[src/hw/rtl/pwm_incremental_pid_duty_macros.svh]
// Assertion helpers shared by the RTL modules.
`ifndef PWM_INCREMENTAL_PID_DUTY_MACROS_SVH
`define PWM_INCREMENTAL_PID_DUTY_MACROS_SVH

// Same-cycle implication, disabled during reset.
`define PPID_ASSERT_IMPL(lbl, ante, cons, msg) \
    lbl: assert property (@(posedge i_clk) disable iff (!i_rst_n) (ante) |-> (cons)) \
        else $error(msg);

// Next-cycle implication, disabled during reset.
`define PPID_ASSERT_NEXT(lbl, ante, cons, msg) \
    lbl: assert property (@(posedge i_clk) disable iff (!i_rst_n) (ante) |=> (cons)) \
        else $error(msg);

`endif

[src/hw/rtl/ppid_pkg.sv]
package ppid_pkg;

    localparam int LEVEL_W    = 24;
    localparam int GAIN_W     = 16;
    localparam int DUTY_W     = 16;
    localparam int CAL_PROD_W = LEVEL_W + GAIN_W;
    localparam int ERR_W      = 26;
    localparam int D1_W       = 27;
    localparam int D2_W       = 28;
    localparam int MA_W       = 28;
    localparam int MB_W       = 17;
    localparam int PROD_W     = MA_W + MB_W;
    localparam int ACC_W      = 47;
    localparam int Q_W        = ACC_W - 12;
    localparam int STEP_W     = 12;
    localparam int NEWD_W     = 21;
    localparam int SUM_W      = 26;
    localparam int OSC_W      = 5;
    localparam int PH_W       = 9;
    localparam int CFG_IDX_W  = 3;
    localparam int CFG_DATA_W = 16;
    localparam int IN_TDATA_W  = 64;
    localparam int OUT_TDATA_W = 64;

    localparam int STARTUP_STEPS_DEF = 30;
    localparam int DUTY_MAX          = 4500;

    localparam logic [GAIN_W-1:0] CAL_RST = 16'd256;
    localparam logic [GAIN_W-1:0] KP_RST  = 16'd819;
    localparam logic [GAIN_W-1:0] KI_RST  = 16'd819;
    localparam logic [GAIN_W-1:0] KD_RST  = 16'd0;

    localparam logic signed [ERR_W-1:0]  SMALL_ERR_MAX = 26'sd51;
    localparam logic signed [ERR_W-1:0]  DEADBAND      = 26'sd256;
    localparam logic signed [ERR_W-1:0]  BIG_ERR       = 26'sd768;
    localparam logic signed [STEP_W-1:0] STEP_WIDE     = 12'sd1280;
    localparam logic signed [STEP_W-1:0] STEP_NARROW   = 12'sd768;
    localparam logic signed [ACC_W-1:0]  OSC_LIMIT     = 47'sd20971520;
    localparam logic [OSC_W-1:0]         OSC_TRIP      = 5'd20;
    localparam logic [PH_W-1:0]          PHASE_TRIP    = 9'd500;
    localparam logic [LEVEL_W-1:0]       LEVEL_MAX     = 24'hFFFFFF;

    localparam logic signed [SUM_W-1:0] DUTY_HI  = SUM_W'(DUTY_MAX * 256);
    localparam logic signed [SUM_W-1:0] DUTY_CAP = SUM_W'((DUTY_MAX - 1) * 256);

    typedef logic [CFG_IDX_W-1:0] t_cfg_idx;
    localparam t_cfg_idx CFG_CAL = 3'd0;
    localparam t_cfg_idx CFG_KP  = 3'd1;
    localparam t_cfg_idx CFG_KI  = 3'd2;
    localparam t_cfg_idx CFG_KD  = 3'd3;
    localparam t_cfg_idx CFG_AOE = 3'd4;

    typedef logic [1:0] t_mul_sel;
    localparam t_mul_sel MUL_CAL = 2'd0;
    localparam t_mul_sel MUL_P   = 2'd1;
    localparam t_mul_sel MUL_I   = 2'd2;
    localparam t_mul_sel MUL_D   = 2'd3;

    typedef struct packed {
        logic     ld_in;
        logic     mul_en;
        t_mul_sel mul_sel;
        logic     ld_meas;
        logic     ld_err;
        logic     ld_diff;
        logic     acc_clr;
        logic     acc_add;
        logic     ld_step;
        logic     ld_out;
    } t_cmd;

endpackage

[src/hw/rtl/ppid_ctrl.sv]
`include "pwm_incremental_pid_duty_macros.svh"

module ppid_ctrl import ppid_pkg::*; (
    input  logic i_clk,
    input  logic i_rst_n,
    input  logic i_in_valid,
    output logic o_in_ready,
    input  logic i_out_ready,
    output logic o_out_valid,
    output t_cmd o_cmd
);

    localparam logic [3:0] ST_IDLE = 4'd0;
    localparam logic [3:0] ST_CAL  = 4'd1;
    localparam logic [3:0] ST_MEAS = 4'd2;
    localparam logic [3:0] ST_ERR  = 4'd3;
    localparam logic [3:0] ST_DIFF = 4'd4;
    localparam logic [3:0] ST_MP   = 4'd5;
    localparam logic [3:0] ST_MI   = 4'd6;
    localparam logic [3:0] ST_MD   = 4'd7;
    localparam logic [3:0] ST_MACC = 4'd8;
    localparam logic [3:0] ST_STEP = 4'd9;
    localparam logic [3:0] ST_OUT  = 4'd10;

    logic [3:0] r_state, n_state;
    logic       r_out_valid, n_out_valid;
    logic       w_out_free;

    assign w_out_free  = !r_out_valid || i_out_ready;
    assign o_in_ready  = (r_state == ST_IDLE);
    assign o_out_valid = r_out_valid;

    always_comb begin
        n_state = r_state;
        o_cmd   = '0;
        case (r_state)
            ST_IDLE: begin
                if (i_in_valid) begin
                    o_cmd.ld_in = 1'b1;
                    n_state     = ST_CAL;
                end
            end
            ST_CAL: begin
                o_cmd.mul_en  = 1'b1;
                o_cmd.mul_sel = MUL_CAL;
                n_state       = ST_MEAS;
            end
            ST_MEAS: begin
                o_cmd.ld_meas = 1'b1;
                n_state       = ST_ERR;
            end
            ST_ERR: begin
                o_cmd.ld_err = 1'b1;
                n_state      = ST_DIFF;
            end
            ST_DIFF: begin
                o_cmd.ld_diff = 1'b1;
                n_state       = ST_MP;
            end
            ST_MP: begin
                o_cmd.mul_en  = 1'b1;
                o_cmd.mul_sel = MUL_P;
                n_state       = ST_MI;
            end
            ST_MI: begin
                o_cmd.mul_en  = 1'b1;
                o_cmd.mul_sel = MUL_I;
                o_cmd.acc_clr = 1'b1;
                n_state       = ST_MD;
            end
            ST_MD: begin
                o_cmd.mul_en  = 1'b1;
                o_cmd.mul_sel = MUL_D;
                o_cmd.acc_add = 1'b1;
                n_state       = ST_MACC;
            end
            ST_MACC: begin
                o_cmd.acc_add = 1'b1;
                n_state       = ST_STEP;
            end
            ST_STEP: begin
                o_cmd.ld_step = 1'b1;
                n_state       = ST_OUT;
            end
            ST_OUT: begin
                if (w_out_free) begin
                    o_cmd.ld_out = 1'b1;
                    n_state      = ST_IDLE;
                end
            end
            default: begin
                n_state = ST_IDLE;
            end
        endcase
    end

    always_comb begin
        n_out_valid = r_out_valid;
        if (o_cmd.ld_out) begin
            n_out_valid = 1'b1;
        end else if (i_out_ready) begin
            n_out_valid = 1'b0;
        end
    end

    always_ff @(posedge i_clk) begin
        if (!i_rst_n) begin
            r_state     <= ST_IDLE;
            r_out_valid <= 1'b0;
        end else begin
            r_state     <= n_state;
            r_out_valid <= n_out_valid;
        end
    end

    `PPID_ASSERT_NEXT(a_accept_starts, i_in_valid && o_in_ready, r_state == ST_CAL, "accepted item did not start")
    `PPID_ASSERT_NEXT(a_out_stall_holds, (r_state == ST_OUT) && r_out_valid && !i_out_ready, (r_state == ST_OUT) && r_out_valid, "result overwritten while stalled")

endmodule

[src/hw/rtl/ppid_dp.sv]
`include "pwm_incremental_pid_duty_macros.svh"

module ppid_dp import ppid_pkg::*; #(
    parameter int STARTUP_STEPS = STARTUP_STEPS_DEF
) (
    input  logic                     i_clk,
    input  logic                     i_rst_n,
    input  t_cmd                     i_cmd,
    input  logic                     i_cfg_we,
    input  t_cfg_idx                 i_cfg_index,
    input  logic [CFG_DATA_W-1:0]    i_cfg_data,
    input  logic [LEVEL_W-1:0]       i_target_level,
    input  logic [LEVEL_W-1:0]       i_sensor_reading,
    input  logic [DUTY_W-1:0]        i_duty_now,
    output logic [NEWD_W-1:0]        o_new_duty,
    output logic signed [STEP_W-1:0] o_duty_step,
    output logic [LEVEL_W-1:0]       o_measured_level,
    output logic                     o_runaway,
    output logic                     o_late_phase
);

    localparam int AW = $clog2(STARTUP_STEPS + 1);
    localparam logic [AW-1:0] ACT_LIM = AW'(STARTUP_STEPS);

    logic [GAIN_W-1:0] r_cal, r_kp, r_ki, r_kd;
    logic              r_aoe;

    logic [LEVEL_W-1:0] r_target, r_reading;
    logic [DUTY_W-1:0]  r_duty;

    logic signed [PROD_W-1:0] r_prod;
    logic [LEVEL_W-1:0]       r_meas;
    logic signed [ERR_W-1:0]  r_err, r_e;
    logic                     r_big;
    logic signed [D1_W-1:0]   r_d1;
    logic signed [D2_W-1:0]   r_d2;
    logic signed [ACC_W-1:0]  r_acc;
    logic signed [STEP_W-1:0] r_step;

    logic signed [ERR_W-1:0] r_prev, r_pprev;
    logic [AW-1:0]           r_act;
    logic [OSC_W-1:0]        r_osc;
    logic [PH_W-1:0]         r_phase;
    logic                    r_late, r_runaway;

    logic [NEWD_W-1:0]        r_out_new;
    logic signed [STEP_W-1:0] r_out_step;
    logic [LEVEL_W-1:0]       r_out_meas;
    logic                     r_out_run, r_out_late;

    logic signed [MA_W-1:0]   w_mul_a;
    logic signed [MB_W-1:0]   w_mul_b;
    logic [LEVEL_W-1:0]       w_meas;
    logic signed [ERR_W-1:0]  w_err;
    logic signed [ACC_W-1:0]  w_acc_rnd;
    logic signed [Q_W-1:0]    w_q;
    logic [AW-1:0]            w_act_nx;
    logic                     w_wide;
    logic signed [STEP_W-1:0] w_lim, w_nlim, w_step;
    logic                     w_osc_hit;
    logic [OSC_W-1:0]         w_osc_nx;
    logic [PH_W-1:0]          w_phase_nx;
    logic signed [SUM_W-1:0]  w_sum;
    logic [NEWD_W-1:0]        w_new;

    // shared multiplier operand select
    always_comb begin
        case (i_cmd.mul_sel)
            MUL_CAL: begin
                w_mul_a = $signed({{(MA_W-LEVEL_W){1'b0}}, r_reading});
                w_mul_b = $signed({1'b0, r_cal});
            end
            MUL_P: begin
                w_mul_a = MA_W'(r_d1);
                w_mul_b = $signed({1'b0, r_kp});
            end
            MUL_I: begin
                w_mul_a = MA_W'(r_e);
                w_mul_b = $signed({1'b0, r_ki});
            end
            MUL_D: begin
                w_mul_a = r_d2;
                w_mul_b = $signed({1'b0, r_kd});
            end
            default: begin
                w_mul_a = '0;
                w_mul_b = '0;
            end
        endcase
    end

    assign w_meas = (|r_prod[CAL_PROD_W-1:LEVEL_W+8]) ? LEVEL_MAX : r_prod[LEVEL_W+7:8];
    assign w_err  = $signed({2'b00, r_target}) - $signed({2'b00, r_meas});

    // truncate toward zero
    assign w_acc_rnd = r_acc + $signed({{(ACC_W-12){1'b0}}, {12{r_acc[ACC_W-1]}}});
    assign w_q       = w_acc_rnd[ACC_W-1:12];

    assign w_act_nx = (r_act < ACT_LIM) ? r_act + 1'b1 : r_act;
    assign w_wide   = (w_act_nx < ACT_LIM) && (r_err > BIG_ERR);
    assign w_lim    = w_wide ? STEP_WIDE : STEP_NARROW;
    assign w_nlim   = -w_lim;

    always_comb begin
        if (!r_big) begin
            w_step = '0;
        end else if (w_q > w_lim) begin
            w_step = w_lim;
        end else if (w_q < w_nlim) begin
            w_step = w_nlim;
        end else begin
            w_step = w_q[STEP_W-1:0];
        end
    end

    assign w_osc_hit  = (r_acc > OSC_LIMIT) || (r_acc < -OSC_LIMIT);
    assign w_osc_nx   = r_osc + OSC_W'(w_osc_hit);
    assign w_phase_nx = r_late ? r_phase : r_phase + 1'b1;

    assign w_sum = $signed({{(SUM_W-DUTY_W-8){1'b0}}, r_duty, 8'b0}) + SUM_W'(r_step);

    always_comb begin
        if (w_sum[SUM_W-1]) begin
            w_new = '0;
        end else if (w_sum > DUTY_HI) begin
            w_new = DUTY_CAP[NEWD_W-1:0];
        end else begin
            w_new = w_sum[NEWD_W-1:0];
        end
    end

    always_ff @(posedge i_clk) begin
        if (i_cmd.ld_in) begin
            r_target  <= i_target_level;
            r_reading <= i_sensor_reading;
            r_duty    <= i_duty_now;
        end
        if (i_cmd.mul_en) begin
            r_prod <= w_mul_a * w_mul_b;
        end
        if (i_cmd.ld_meas) begin
            r_meas <= w_meas;
        end
        if (i_cmd.ld_err) begin
            r_err <= w_err;
            r_big <= (w_err > SMALL_ERR_MAX) || (w_err < -SMALL_ERR_MAX);
            r_e   <= ((w_err > -DEADBAND) && (w_err < DEADBAND)) ? '0 : w_err;
        end
        if (i_cmd.ld_diff) begin
            r_d1 <= D1_W'(r_e) - D1_W'(r_prev);
            r_d2 <= D2_W'(r_e) - (D2_W'(r_prev) <<< 1) + D2_W'(r_pprev);
        end
        if (i_cmd.acc_clr) begin
            r_acc <= ACC_W'(r_prod);
        end else if (i_cmd.acc_add) begin
            r_acc <= r_acc + ACC_W'(r_prod);
        end
        if (i_cmd.ld_step) begin
            r_step <= w_step;
        end
        if (i_cmd.ld_out) begin
            r_out_new  <= w_new;
            r_out_step <= r_step;
            r_out_meas <= r_meas;
            r_out_run  <= r_runaway;
            r_out_late <= r_late;
        end
    end

    always_ff @(posedge i_clk) begin
        if (!i_rst_n) begin
            r_cal     <= CAL_RST;
            r_kp      <= KP_RST;
            r_ki      <= KI_RST;
            r_kd      <= KD_RST;
            r_aoe     <= 1'b0;
            r_prev    <= '0;
            r_pprev   <= '0;
            r_act     <= '0;
            r_osc     <= '0;
            r_phase   <= '0;
            r_late    <= 1'b0;
            r_runaway <= 1'b0;
        end else begin
            if (i_cfg_we) begin
                case (i_cfg_index)
                    CFG_CAL: r_cal <= i_cfg_data;
                    CFG_KP:  r_kp  <= i_cfg_data;
                    CFG_KI:  r_ki  <= i_cfg_data;
                    CFG_KD:  r_kd  <= i_cfg_data;
                    CFG_AOE: r_aoe <= i_cfg_data[0];
                    default: ;
                endcase
            end
            if (i_cmd.ld_step && r_big) begin
                r_pprev <= r_prev;
                r_prev  <= r_e;
                r_act   <= w_act_nx;
                if (r_aoe) begin
                    if (w_osc_nx >= OSC_TRIP) begin
                        r_osc     <= '0;
                        r_runaway <= 1'b1;
                    end else begin
                        r_osc <= w_osc_nx;
                    end
                    if (w_phase_nx >= PHASE_TRIP) begin
                        r_phase <= '0;
                        r_late  <= 1'b1;
                    end else begin
                        r_phase <= w_phase_nx;
                    end
                end
            end
        end
    end

    assign o_new_duty       = r_out_new;
    assign o_duty_step      = r_out_step;
    assign o_measured_level = r_out_meas;
    assign o_runaway        = r_out_run;
    assign o_late_phase     = r_out_late;

    `PPID_ASSERT_NEXT(a_runaway_sticky, r_runaway, r_runaway, "runaway flag cleared")
    `PPID_ASSERT_NEXT(a_step_range, i_cmd.ld_step, (r_step <= STEP_WIDE) && (r_step >= -STEP_WIDE), "step out of range")
    `PPID_ASSERT_NEXT(a_small_err_zero, i_cmd.ld_step && !r_big, r_step == '0, "nonzero step on small error")
    `PPID_ASSERT_IMPL(a_phase_bound, 1'b1, r_phase < PHASE_TRIP, "phase count past trip")

endmodule

[src/hw/rtl/pwm_incremental_pid_duty.sv]
// One shared 28x17 multiplier runs the calibration product and then the three
// gain products in turn, the gain products one per cycle. A new item is accepted
// only once the previous result has been loaded into the output register.
// A stalled output holds the controller in its last step until taken.
// Reset (i_rst_n low, synchronous) clears PID history, counters, flags,
// and loads the gain registers with their defaults.
module pwm_incremental_pid_duty import ppid_pkg::*; #(
    parameter int STARTUP_STEPS = STARTUP_STEPS_DEF
) (
    input  logic                   i_clk,
    input  logic                   i_rst_n,
    input  logic                   s_axis_tvalid,
    output logic                   s_axis_tready,
    // target_level[23:0], sensor_reading[47:24], duty_now[63:48]
    input  logic [IN_TDATA_W-1:0]  s_axis_tdata,
    output logic                   m_axis_tvalid,
    input  logic                   m_axis_tready,
    // new_duty[20:0], duty_step[32:21], measured_level[56:33],
    // runaway[57], late_phase[58], zero[63:59]
    output logic [OUT_TDATA_W-1:0] m_axis_tdata,
    input  logic                   i_cfg_we,
    input  logic [CFG_IDX_W-1:0]   i_cfg_index,
    input  logic [CFG_DATA_W-1:0]  i_cfg_data
);

    t_cmd                     w_cmd;
    logic [NEWD_W-1:0]        w_new_duty;
    logic signed [STEP_W-1:0] w_duty_step;
    logic [LEVEL_W-1:0]       w_meas;
    logic                     w_runaway, w_late;

    ppid_ctrl u_ctrl (
        .i_clk       (i_clk),
        .i_rst_n     (i_rst_n),
        .i_in_valid  (s_axis_tvalid),
        .o_in_ready  (s_axis_tready),
        .i_out_ready (m_axis_tready),
        .o_out_valid (m_axis_tvalid),
        .o_cmd       (w_cmd)
    );

    ppid_dp #(
        .STARTUP_STEPS (STARTUP_STEPS)
    ) u_dp (
        .i_clk            (i_clk),
        .i_rst_n          (i_rst_n),
        .i_cmd            (w_cmd),
        .i_cfg_we         (i_cfg_we),
        .i_cfg_index      (i_cfg_index),
        .i_cfg_data       (i_cfg_data),
        .i_target_level   (s_axis_tdata[23:0]),
        .i_sensor_reading (s_axis_tdata[47:24]),
        .i_duty_now       (s_axis_tdata[63:48]),
        .o_new_duty       (w_new_duty),
        .o_duty_step      (w_duty_step),
        .o_measured_level (w_meas),
        .o_runaway        (w_runaway),
        .o_late_phase     (w_late)
    );

    assign m_axis_tdata = {5'b0, w_late, w_runaway, w_meas, w_duty_step, w_new_duty};

endmodule

[config.mk]
export PLATFORM = sky130hd
export DESIGN_NAME = pwm_incremental_pid_duty
export DESIGN_NICKNAME = d
export VERILOG_FILES = /design/src/hw/rtl/ppid_pkg.sv /design/src/hw/rtl/ppid_ctrl.sv /design/src/hw/rtl/ppid_dp.sv /design/src/hw/rtl/pwm_incremental_pid_duty.sv
export VERILOG_INCLUDE_DIRS = /design/src /design/src/hw/rtl
export SDC_FILE = /design/constraint.sdc
export NUM_CORES = 2
export LEC_CHECK = 0
export BUFFER_PORTS_ARGS = -buffer_cell sky130_fd_sc_hd__clkbuf_2
export CELL_PAD_IN_SITES_DETAIL_PLACEMENT = 0
export CELL_PAD_IN_SITES_GLOBAL_PLACEMENT = 2
export CORE_AREA = 2 2 261 391
export CTS_CLUSTER_SIZE = 24
export DETAILED_ROUTE_END_ITERATION = 10
export DIE_AREA = 0 0 263 393
export PLACE_DENSITY_LB_ADDON = 0.1
export SYNTH_ARGS = -nofsm -noshare
export SYNTH_HDL_FRONTEND = slang
export SYNTH_SLANG_ARGS = --single-unit
export TNS_END_PERCENT = 10
[constraint.sdc]
create_clock -name i_clk -period 20 [get_ports i_clk]
set_input_delay 0 -clock i_clk [delete_from_list [all_inputs] [get_ports i_clk]]
set_output_delay 0 -clock i_clk [all_outputs]
set_load 0.01 [all_outputs]
# Yosys cells after proc, flatten, opt, wreduce, memory -nomap -nowiden
# Index checks and enable logic that the tools add are counted.
# classes
addsub	11
mul	1
div	0
order_cmp	14
eq_ne	19
shifts	0
mux	28
bitwise_logic	0
reduce_logical	24
# ops
op	count
$pmux W28 S4	1
$mux W47	2
$pmux W17 S4	1
$add A47 B13 Y47	1
$add A47 B45 Y47	1
$gt A47 B26 Y1 const B	1
$lt A47 B26 Y1 const B	1
$mul A28 B17 Y45	1
$pmux W4 S11	1
$gt A35 B12 Y1	1
$lt A35 B12 Y1	1
$add A27 B25 Y28	1
$sub A25 B26 Y27	1
$add A25 B12 Y26	1
$gt A26 B22 Y1 const B	1
$sub A25 B25 Y26	1
$gt A25 B11 Y1 const B	1
$gt A25 B7 Y1 const B	1
$gt A25 B9 Y1 const B	1
$lt A25 B10 Y1 const B	1
$lt A25 B7 Y1 const B	1
$sub A24 B24 Y25	1
$mux W12	2
$mux W21	1
other kinds (35)	71
# totals
reg_bits	498
latchBits	0
mem_bits_rw	0
mem_bits_ro	0
in_bits	88
output_inout_bits	66
elab_cells	129
memories	0

# Depth between registers and ports, before layout
# depth
ltp_word	9
ltp_mapped	32
ltp_nobuf	30

# Hierarchy
# A second synthesis with hierarchy kept.
# hier_totals
hier_cells	4644
area_unflattened_um2	43750.7
# by_module_without_submodules
module	n_inst	cells_each	area_each_um2	seq_area_each_um2
ppid_dp	1	4592	43351.6	13412.9
ppid_ctrl	1	44	342.8	100.1
pwm_incremental_pid_duty	1	8	56.3	0.0

# Least setup slack after synthesis
# Ideal clock, no wire load.
# synth_timing
kind	reg-to-reg
startpoint	register u_ctrl.r_state[1]
endpoint	register u_dp.r_prod[41], data pin
setup_ns	0.266
arrival_time_ns	8.042
slack_ns	11.692
path_stages_with_launch	26
n_path_buf	2
path_cell_list	dfxtp_1 > clkbuf_1 > buf_1 > mux2_2 > a221oi_1 > nor2_1 > fa_1 > inv_1 > fa_1 > inv_1 > fa_1 > fa_1 > fa_1 > inv_1 > fa_1 > inv_1 > ha_1 > and3_1 > a221o_1 > o21ai_0 > nand2_1 > a211oi_1 > o21ai_0 > a41o_1 > o41ai_1 > xnor2_1
# synth_between
elab_chain_cells	5
# synth_lines
item	line_no	source
start, declared	ppid_ctrl.sv:25	logic [3:0] r_state, n_state;
start signal, assigned	ppid_ctrl.sv:111	r_state <= n_state;
$eq A4 B3 Y1 / $eq A4 B1 Y1 (equally long branches)	ppid_ctrl.sv:36	case (r_state)
$pmux W3 S4 *	ppid_ctrl.sv:36	
$eq A2 B2 Y1 (tied with other cells)	ppid_dp.sv:68	case (i_cmd.mul_sel)
$pmux W28 S4 / $pmux W17 S4 (equally long branches)	ppid_dp.sv:68	
$mul A28 B17 Y45 *	ppid_dp.sv:139	r_prod <= w_mul_a * w_mul_b;
end signal, assigned	ppid_dp.sv:139	
end, declared	ppid_dp.sv:31	logic signed [PROD_W-1:0] r_prod;
# Mark *: on every way between the ends. The rest lies on a longest branch, timed or not. The select of a mux whose other input is x is not followed.
# A chain may end at the register's enable or synchronous reset.

# Final worst setup path
# Ends and elaborated chain as after synthesis.

==> flow_summary.toml <==
[setup_path]
worstPathArrival_ns = 9.93
worstRegToRegCells = 29
cp_max_fo = 71
critPathMaxStageDelay_ns = 0.72
crit_buf_inv = 7
worst-path-stages = 29
critical-path-top-delay-family = "adder cells"
start_kind = "register"
critPathCaptureType = "register"
worstPathRequired_ns = 20.35
path_common_cell = "fa_1"
worstSetupPathType = "reg -> reg"
cp_slowest_cell = "a211oi_1"

[floorplan]
rows = 142
io_pins = 154
dieHeight_um = 393
core_um2 = 99900
dieArea_um2 = 103000
die_w_um = 263
initial_core_util_pct = 43.8

[grt]
first_global_vias = 35200
grtUsageTotal_pct = 26.2
grt_pass1_wl_um = 207000
grt_max_degree = 72
antenna_found_initial = 1
grt-ovfl-total = 0

[job]
cap_viol_max_count = 0

[cells_and_area]
seq_area_um2 = 13500
nNetsFinal = 5720
final_core_util_pct = 49.0
drive_gt1_share_pct = 8.39
final_cells = 6245
stdcell_area_um2 = 48900
multi_input_area_um2 = 26900
area_growth_pct = 11.9
nFillCells = 9681

[sta]
min_period_ns = 9.58
fmax_ghz = 0.104
worst_slew_pin_slew_ns = 1.16
max_slew_margin_pct = 21.7
hold_viol_final = 0
fin_skew_ns = 0.0446
setup_slack_ns = 10.42
slew_violations = 0
fin_tns_setup_ns = 0
period_share_pct = 47.9
setup_viol = 0
rsz0062_at_grt = "no"

[placement]
dp_hpwl_um = 106000
gp_congestion = 0.900
placed_area_um2 = 46000
pre_cts_ws_ns = 10.43
io_buffers = 148
dp_cells = 6051

[min_path]
hold_path_class = "in -> reg"
holdPathStages = 2

[clocking]
post_cts_buffers = 0
cts_tree = "built"
clk_latency_ns = 0.65
clockBufferDepth = 3
cts.htree.levels = 2
cts_sinks = 497
cts_root_buffer = "clkbuf_16"
clk_pin_slew_worst_paths_ns = 0.06
cts_buffers = 55

[logic_synthesis]
yosysUniqueCellTypes = 88
synth.ff_latch_count = 497
ys_top_cells_by_area = "edfxtp_1, fa_1, ha_1"
syn_avg_cell_area_um2 = 9.28
synth_edf_count = 356
synthCells = 4706
yosys.area.top_type_share_pct = 24.5
synth_area_um2 = 43700
synth_seq_area_share_pct = 30.9
synth_top_area_cell = "edfxtp_1"
synth_warnings = 0
synth-main-ff-cell = "edfxtp_1"
synthArstFlopShare_pct = 0

[pwr]
power_density_nw_per_um2 = 75.9
power.leakage_nw = 21.1
ir_drop_v = 0.0000669

[status]
outcome = "finished, final reports clean"

[detailed_routing]
drt_iter0_drc = 1774
drt-pass1-iter-count = 5
routedWlPerCell_um = 21.2
vias_per_cell = 5.31
via_count = 33200
wirelength_um = 132000
drc = 0
postRouteAntennaNets = 0
-- flip-flops by register name, summed over array words and instances, names as in the netlist, 21 cells and up --
name,count
u_dp.o_new_duty,21
u_dp.r_d1,26
u_dp.o_measured_level,24
u_dp.r_prev,25
u_dp.r_meas,24
u_dp.r_pprev,25
u_dp.r_acc,47
u_dp.r_e,25
u_dp.r_d2,28
u_dp.r_err,25
u_dp.r_target,24
u_dp.r_reading,24
u_dp.r_prod,45
-- layout by cell type (no fill, tap or decap), drive strengths merged, types with 38 or more instances in the layout --
cell / Yosys / final
dlygate4sd3: 0 / 91
nand2b: 42 / 42
edfxtp: 356 / 356
clkbuf: 145 / 215
a21oi: 331 / 331
nor3: 62 / 62
ha: 267 / 267
nand3: 77 / 77
dfxtp: 141 / 141
nand2: 626 / 626
xor2: 58 / 58
fa: 462 / 462
nor2b: 60 / 60
nor2: 420 / 420
o21ai: 141 / 141
inv: 745 / 750
xnor2: 129 / 129
a21o: 76 / 76
nand4: 40 / 40
and2: 39 / 39
buf: 20 / 62
mux2: 38 / 38
-- worst register-to-register path: cells and delay by family (launching register included) --
family	cells	cell delay [ns]
adders and majority gates	7	3.43
AOI/OAI and AO/OA	9	3.07
buffers and inverters	7	1.26
and+or+nand+nor	5	0.90
DFF	1	0.50
xor gates and xnor gates	1	0.13
-- cells by family after synthesis --
group	after synthesis	synth area share [%]
simple gates	1508	15.4
buf+inv	911	7.91
compound gates	824	11.9
fa+ha+maj	729	28.8
flops	497	30.9
xor+xnor	187	3.77
mux	49	1.23
other cells	1	0.00858
-- report_power, final --
group / total [mW] / internal [mW] / leakage [nW] / switching (mW)
registers: 1.27 / 1.21 / 4.31 / 0.0614
clock network: 1.14 / 0.678 / 0.948 / 0.459
logic: 1.30 / 0.523 / 15.8 / 0.781
total: 3.71 / 2.41 / 21.1 / 1.30
-- per-layer routing --
layer	vias to the layer above	part of all wire [%]	GRT usage, %
li1	15900	-	-
met2	671	54	50.9
met5	-	0	0
met4	0	5.1	11.9
met1	16300	38	28.6
met3	256	2.9	2.33
-- what timing repair did --
action,CTS,global route
hold endpoints to repair,133,0
setup endpoints to repair,0,0
gates resized for setup,0,0
hold buffers,91,0
-- cell usage after synthesis, drive strengths merged (60+ instances only) --
master / n
edfxtp: 356
dfxtp: 141
nand2: 626
o21ai: 141
ha: 267
nor2b: 60
fa: 462
nor3: 62
a21o: 76
clkbuf: 145
nor2: 420
a21oi: 331
inv: 745
xnor2: 129
nand3: 77
-- metrics by stage --
| step | power, mW | hold slack [ns] |
|---|---|---|
| floorplan | 2.22 | 0.0989 |
| global placement | 2.58 | 0.177 |
| detailed placement | 2.58 | 0.179 |
| CTS | 3.75 | 0.0178 |
| global route | 3.96 | 0.0459 |
| finish | 3.71 | 0.0651 |
-- area by class of cell --
cell class,count,area share [%]
Antenna cell,1,0.00512
Clock buffer,67,2.91
Clock inverter,35,1.15
Inverter,746,5.73
Multi-Input combinational cell,3302,54.9
Sequential cell,497,27.6
Tap cell,1296,3.32
Timing Repair Buffer,301,4.33
-- path summary, 6_finish.rpt --
path                                   from                            to  slack (ns)
max          u_ctrl.r_state[1]$_SDFFE_PN0P_     u_dp.r_prod[41]$_DFFE_PN_       10.42
min                        s_axis_tdata[36]  u_dp.r_reading[12]$_DFFE_PP_        0.07
max reg2reg  u_ctrl.r_state[1]$_SDFFE_PN0P_     u_dp.r_prod[41]$_DFFE_PN_       10.42
min reg2reg     u_dp.r_runaway$_SDFFE_PN0P_      u_dp.o_runaway$_DFFE_PP_        0.44
Power figures use the tool's default switching activity.
